## config.mk

```make
export PLATFORM = sky130hd
export DESIGN_NAME = mbrc_entry_check
export DESIGN_NICKNAME = d
export VERILOG_FILES = /design/src/rtl/mbrc_pkg.sv /design/src/rtl/mbrc_entry_check.sv
export SDC_FILE = /design/constraint.sdc
export NUM_CORES = 1
export LEC_CHECK = 0
export BUFFER_PORTS_ARGS = -buffer_cell sky130_fd_sc_hd__clkbuf_2
export CAP_MARGIN = 0
export CORE_AREA = 5 5 147 149
export DETAILED_ROUTE_END_ITERATION = 10
export DIE_AREA = 0 0 152 154
export PLACE_DENSITY = 0.72
export SYNTH_ARGS = -nofsm -noshare
export SYNTH_HDL_FRONTEND = slang
export SYNTH_SLANG_ARGS = --single-unit
```

## constraint.sdc

```tcl
create_clock -name vclk -period 6.5
set_input_delay 1.3 -clock vclk [all_inputs]
set_output_delay 1.3 -clock vclk [all_outputs]
set_load 0.05 [all_outputs]
```

## src/rtl/mbrc_pkg.sv

```systemverilog
`timescale 1ns / 1ps

package mbrc_pkg;

  localparam int ENTRY_COUNT = 4;
  localparam int ENTRY_BYTES = 16;
  localparam int SIG_FIRST   = ENTRY_BYTES * ENTRY_COUNT;

  // byte position counts 0 .. SIG_FIRST+1
  localparam int POS_W = $clog2(SIG_FIRST + 2);
  // entry slot taken from the position above the byte offset
  localparam int HI_W  = POS_W - 4;

  localparam logic [7:0] SIG_LOW_BYTE    = 8'h55;
  localparam logic [7:0] SIG_HIGH_BYTE   = 8'hAA;
  localparam logic [7:0] STATUS_ACTIVE   = 8'h80;
  localparam logic [7:0] STATUS_INACTIVE = 8'h00;
  localparam logic [7:0] KIND_EMPTY      = 8'h00;

  localparam logic [3:0] OFF_STATUS = 4'd0;
  localparam logic [3:0] OFF_KIND   = 4'd4;
  localparam logic [3:0] OFF_START0 = 4'd8;
  localparam logic [3:0] OFF_START3 = 4'd11;
  localparam logic [3:0] OFF_SIZE0  = 4'd12;
  localparam logic [3:0] OFF_LAST   = 4'd15;

  typedef struct packed {
    logic [7:0]  status;
    logic [7:0]  kind;
    logic [31:0] start;
    logic [31:0] size;
  } entry_t;

endpackage

```

## src/rtl/mbrc_entry_check.sv

```systemverilog
`timescale 1ns / 1ps

module mbrc_entry_check (
  input  mbrc_pkg::entry_t                entry,
  input  logic [mbrc_pkg::HI_W-1:0]       slot,
  input  logic [31:0]                     starts [mbrc_pkg::ENTRY_COUNT],
  input  logic [32:0]                     ends   [mbrc_pkg::ENTRY_COUNT],
  input  logic [mbrc_pkg::ENTRY_COUNT-1:0] used,
  output logic                            ok,
  output logic [32:0]                     entry_end
);
  import mbrc_pkg::*;

  logic status_ok;
  logic overlap;

  assign entry_end = {1'b0, entry.start} + {1'b0, entry.size};
  assign status_ok = (entry.status == STATUS_INACTIVE) || (entry.status == STATUS_ACTIVE);

  // range [start, end) against each earlier used entry
  always_comb begin
    overlap = 1'b0;
    for (int j = 0; j < ENTRY_COUNT; j++) begin
      if (used[j] && (HI_W'(j) < slot) &&
          ({1'b0, entry.start} < ends[j]) && ({1'b0, starts[j]} < entry_end)) begin
        overlap = 1'b1;
      end
    end
  end

  always_comb begin
    if (entry.kind == KIND_EMPTY) begin
      ok = status_ok && (entry.start == 32'd0) && (entry.size == 32'd0);
    end else begin
      ok = status_ok && (entry.start != 32'd0) && (entry.size != 32'd0) && !overlap;
    end
  end

endmodule

```

==> results.toml, run 1 <==
[final_layout]
clkbuf_count = 0
fillers = 1838
final_nets = 2209
regArea_um2 = 0
final_util_pct = 59.09
drive_above_1_share_pct = 40.83
mostFrequentLayoutCells = "clkbuf_2 (378), ha_1 (262), buf_4 (176)"
layout_commonest_cell = "clkbuf_2"
syn_to_final_growth_pct = 53.96
antennaDiodeCount = 0
seq_cells = 0
multiInputGateArea_um2 = 7606

[sta]
min_period_ns = 7.056
setup_violations = 1
worstMarginPinSlew_ns = 0.9634
holdWs_ns = 3.123
maxSlewViolCount = 0
fin_crit_sh_pct = 108.5
rsz0062_at_grt = "yes"
fmax_ghz = 0.1417
slew_headroom_pct = 35.10
setup_ws_ns = -0.5557
final_hold_viol_count = 0
finalSetupTns_ns = -0.5557

[pwr]
p_per_area_nw_per_um2 = 125.5
p_sw_share_pct = 54.68
ir_drop_v = 0.00006746
p_comb_share_pct = 100.0
p_int_mw = 0.6737
clkPwrFrac_pct = 0
p_sw_mw = 0.8127
power_frac_seq_pct = 0
p_leak_nw = 6.894

[yosys]
ys_types = 59
syn_area_per_cell_um2 = 7.431
synth_top_area_share_pct = 44.25
seq_area_frac_synth_pct = 0
yosys.area.top_type = "ha_1"
ys_top_cells_by_area = "ha_1 (44%), inv_1 (8.4%), a21oi_1 (5.5%)"
synth_area_um2 = 7691
postSynthCellCount = 1035
yosys_warnings = 0
synthesis.nets = 1655

[worst_setup_path]
crit_end = "ok"
cp.arrival_ns = 5.76
crit_fanout = 5
path_class = "input port to output port"
endpoint_kind = "output port"
start_kind = "input port"
cp.required_ns = 5.20
crit_start = "entry[37]"

[die]
core-area_um2 = 20040
dieHeight_um = 154
initial_core_util_pct = 38.38
rows = 52
io_pins = 381
dieArea_um2 = 23410
dieWidth_um = 152

[routing]
drtIter0Drc = 269
drc = 0
dr.pass1.iters = 5
ant_nets = 0
drt_wl_total_mm = 31.24
wl_per_cell_um = 16.82
vias = 9854
vias_per_cell = 5.306

[cts]
postCtsHoldBufs = 0

[flow_run]
maxCapViolCount = 0

[global_routing]
grt_pass1_vias = 10100
overflow = 0
grtUsageTotal_pct = 24.68
grt_max_degree = 8
grt_pass1_wl_mm = 49.03
antenna_found_initial = 1

[place]
io_buffers = 380
post-place-ws_ns = -0.8112
dp_hpwl_mm = 28.48
gp_congestion = 0.9721

[status]
outcome = "complete, but fails checks"
violations = "negative setup slack"

[hold_path]
hp-class = "input port to output port"
holdCritStartpoint = "entry[75]"
power by group through the flow:
stage | clock network, mW | logic (mW) | registers, mW
after global placement | 0 | 1.36 | 0
after global routing | 0 | 1.64 | 0
after floorplan | 0 | 0.833 | 0
final | 0 | 1.49 | 0
after CTS | 0 | 1.46 | 0
after detailed placement | 0 | 1.40 | 0
through the flow:
step	power [mW]	cell area, um^2	std cells
6_report	1.486	11840	1857
5_1_grt	1.641	11840	1857
4_1_cts	1.457	11730	1855
3_5_place_dp	1.398	11450	1842
3_3_place_gp	1.359	11450	1842
2_1_floorplan	0.8330	8014	1035
layer usage:
metal	vias up	track usage [%]	part of all wire, %
met5	-	0	0.042
met4	2	5.437	2.7
met3	60	2.726	4.5
met2	321	45.30	49
met1	4511	31.01	44
li1	4960	-	-
area by class of cell:
class / count / share of cell area (%)
multi-input cells: 857 / 64.23
repair buffers: 556 / 27.38
inverters: 174 / 5.537
well taps: 270 / 2.853
cells in the mapped netlist, types with 13 or more instances:
cell,n
nand2_1,47
nand4_1,33
nor4_1,23
nor2b_1,18
o211ai_1,13
xnor2_1,19
nand2b_1,18
a21o_1,47
a211oi_1,24
inv_1,173
ha_1,272
nand3_1,27
nor3_1,15
o21ai_0,58
nor2_1,34
a21oi_1,84
how the worst min path moves through the flow:
stage / slack, ns / end / depth (start not counted)
floorplan: 2.92 / ok / 3
global placement: 3.19 / ok / 5
detailed placement: 3.20 / ok / 5
CTS: 3.14 / ok / 5
global route: 3.14 / ok / 5
finish: 3.12 / ok / 5
logic make-up after synthesis:
family,after synthesis,synth area share [%]
AND/OR/NAND/NOR,242,16.76
AO/OA/AOI/OAI,309,26.19
adder cells (fa/ha/maj),278,45.16
buffers and inverters,178,8.703
XOR/XNOR,28,3.189
repair_timing:
action | 4_1_cts | 5_1_grt
buffers inserted | 13 | 2
endpoints found under the setup margin | 1 | 1
gates resized for setup | 40 | 21
pin swaps | 42 | 25
critical path, cell delays in order:
cell,delay (ns)
clkbuf_2,0.11
ha_1,0.31
buf_4,0.17
a21oi_1,0.29
nor4_4,0.08
a21o_1,0.18
o31a_1,0.24
nor2_2,0.12
o21bai_1,0.11
a21oi_2,0.16
o21bai_1,0.08
a21o_1,0.21
xnor2_2,0.16
ha_1,0.32
a211o_1,0.33
buf_4,0.15
o22ai_2,0.14
a21oi_2,0.07
maj3_2,0.32
maj3_2,0.31
and3_4,0.16
o22ai_4,0.18
o31ai_4,0.10
buf_8,0.16
Power figures use the tool's default switching activity.
==> run 2, diff against run 1 <==
- REMOVE_ABC_BUFFERS: unset -> 1
==> run 2 against run 1 <==
The flow still finishes with violations (negative setup slack). Worst hold slack improved by 0.019 ns. Die area did not move. Critical path depth fell by 3. Sequential cell count did not move. Via count fell by 0.15%. Sequential share of layout area did not move. First-iteration DRC count rose by 58%. Non-clock buffer count rose by 12. Largest power group unchanged.
==> results.toml, run 2 (synthesis results as in run 1) <==
[status]
outcome = "complete, but fails checks"
violations = "negative setup slack"

[routing]
vias_per_cell = 5.264
vias = 9839
ant_nets = 0
dr.pass1.iters = 5
drtIter0Drc = 424
wl_per_cell_um = 16.62
drc = 0
drt_wl_total_mm = 31.07

[final_layout]
final_cells = 1869
mostFrequentLayoutCells = "clkbuf_2 (378), ha_1 (266), buf_4 (187)"
final_nets = 2221
drive_above_1_share_pct = 39.52
seq_cells = 0
antennaDiodeCount = 0
syn_to_final_growth_pct = 51.62
clkbuf_count = 0
regArea_um2 = 0
layout_commonest_cell = "clkbuf_2"
design_area_um2 = 11660

[cts]
postCtsHoldBufs = 0

[place]
gp_congestion = 0.9377
io_buffers = 380
dp.cells = 1848
post-place-ws_ns = -0.9289
dp_hpwl_mm = 28.09
dpl-instance-area_um2 = 11180

[sta]
maxSlewViolCount = 0
min_period_ns = 7.046
holdWs_ns = 3.141
setup_violations = 1
fmax_ghz = 0.1419
slew_headroom_pct = 37.16
finalSetupTns_ns = -0.5463
fin_crit_sh_pct = 108.4
setup_ws_ns = -0.5463
final_hold_viol_count = 0
rsz0062_at_grt = "yes"
worstMarginPinSlew_ns = 0.9327

[die]
core-area_um2 = 20040
initial_core_util_pct = 38.38
rows = 52
io_pins = 381
dieHeight_um = 154
dieArea_um2 = 23410
dieWidth_um = 152

[flow_run]
maxCapViolCount = 0

[worst_setup_path]
crit_fanout = 3
cp.required_ns = 5.20
start_kind = "input port"
path_class = "input port to output port"
cp.arrival_ns = 5.75
endpoint_kind = "output port"

[hold_path]
hp-class = "input port to output port"

[global_routing]
overflow = 0
grt_max_degree = 8
grt_pass1_vias = 9976
antenna_found_initial = 1
grt_pass1_wl_mm = 48.81
grtUsageTotal_pct = 24.61

[pwr]
p_per_area_nw_per_um2 = 123.6
ir_drop_v = 0.00006103
p_leak_nw = 6.878
-- run 2: cell count changes in the layout (fill, tap and decap cells not counted), moves of 3 or more --
cell / delta
ha_1: +4
buf_4: +11
xor2_4: -3
xnor2_1: +8
inv_2: -3
xnor2_2: -6
inv_1: +4
-- run 2: routing by layer --
layer / vias to the layer above / GRT usage, % / share of wire [%]
met3: 65 / 2.951 / 5.3
met5: - / 0 / 0.064
met1: 4446 / 31.61 / 43
li1: 4978 / - / -
met2: 348 / 43.67 / 49
met4: 2 / 6.336 / 3.3
-- run 2: layout make-up --
type / count / area, um^2
well taps: 270 / 337.8
repair buffers: 568 / 3341
inverters: 174 / 653.1
multi-input cells: 857 / 7330
fillers: 1875 / 8378
-- run 2: critical path, cell delays in order --
cell,delay [ns]
clkbuf_2,0.09
ha_1,0.32
a211oi_2,0.29
o211ai_2,0.15
a31oi_4,0.18
a211oi_2,0.11
o31a_1,0.28
or4_4,0.44
a311o_1,0.33
buf_4,0.16
xor2_2,0.15
inv_1,0.12
ha_1,0.30
a21o_1,0.18
a2111oi_2,0.35
buf_4,0.17
nand2_1,0.05
a2111o_1,0.35
o22ai_2,0.15
o31ai_4,0.10
buf_12,0.16
-- run 2: stage by stage --
stage,power (mW),utilization [%]
2_1_floorplan,0.7798,-
3_5_place_dp,1.350,55.81
5_1_grt,1.600,58.19
6_report,1.442,58.19
3_3_place_gp,1.317,55.81
4_1_cts,1.408,57.47
-- run 2: power by group --
group          internal (mW)  leakage [nW]  switching [mW]
combinational          0.657          6.88           0.784
sequential                 0             0               0
clock                      0             0               0
-- run 2: timing repair --
action / CTS / global route
pin swaps: 29 / 25
resized for setup: 44 / 24
endpoints found under the setup margin: 1 / 1
endpoints found under the hold margin: 0 / 0
buffers inserted: 15 / 6
-- run 2: final timing paths --
check,startpoint,slack (ns),depth (start not counted),endpoint
worst max-delay path,entry[1],-0.55,21,ok
worst min-delay path,entry[32],3.14,3,entry_end[0]
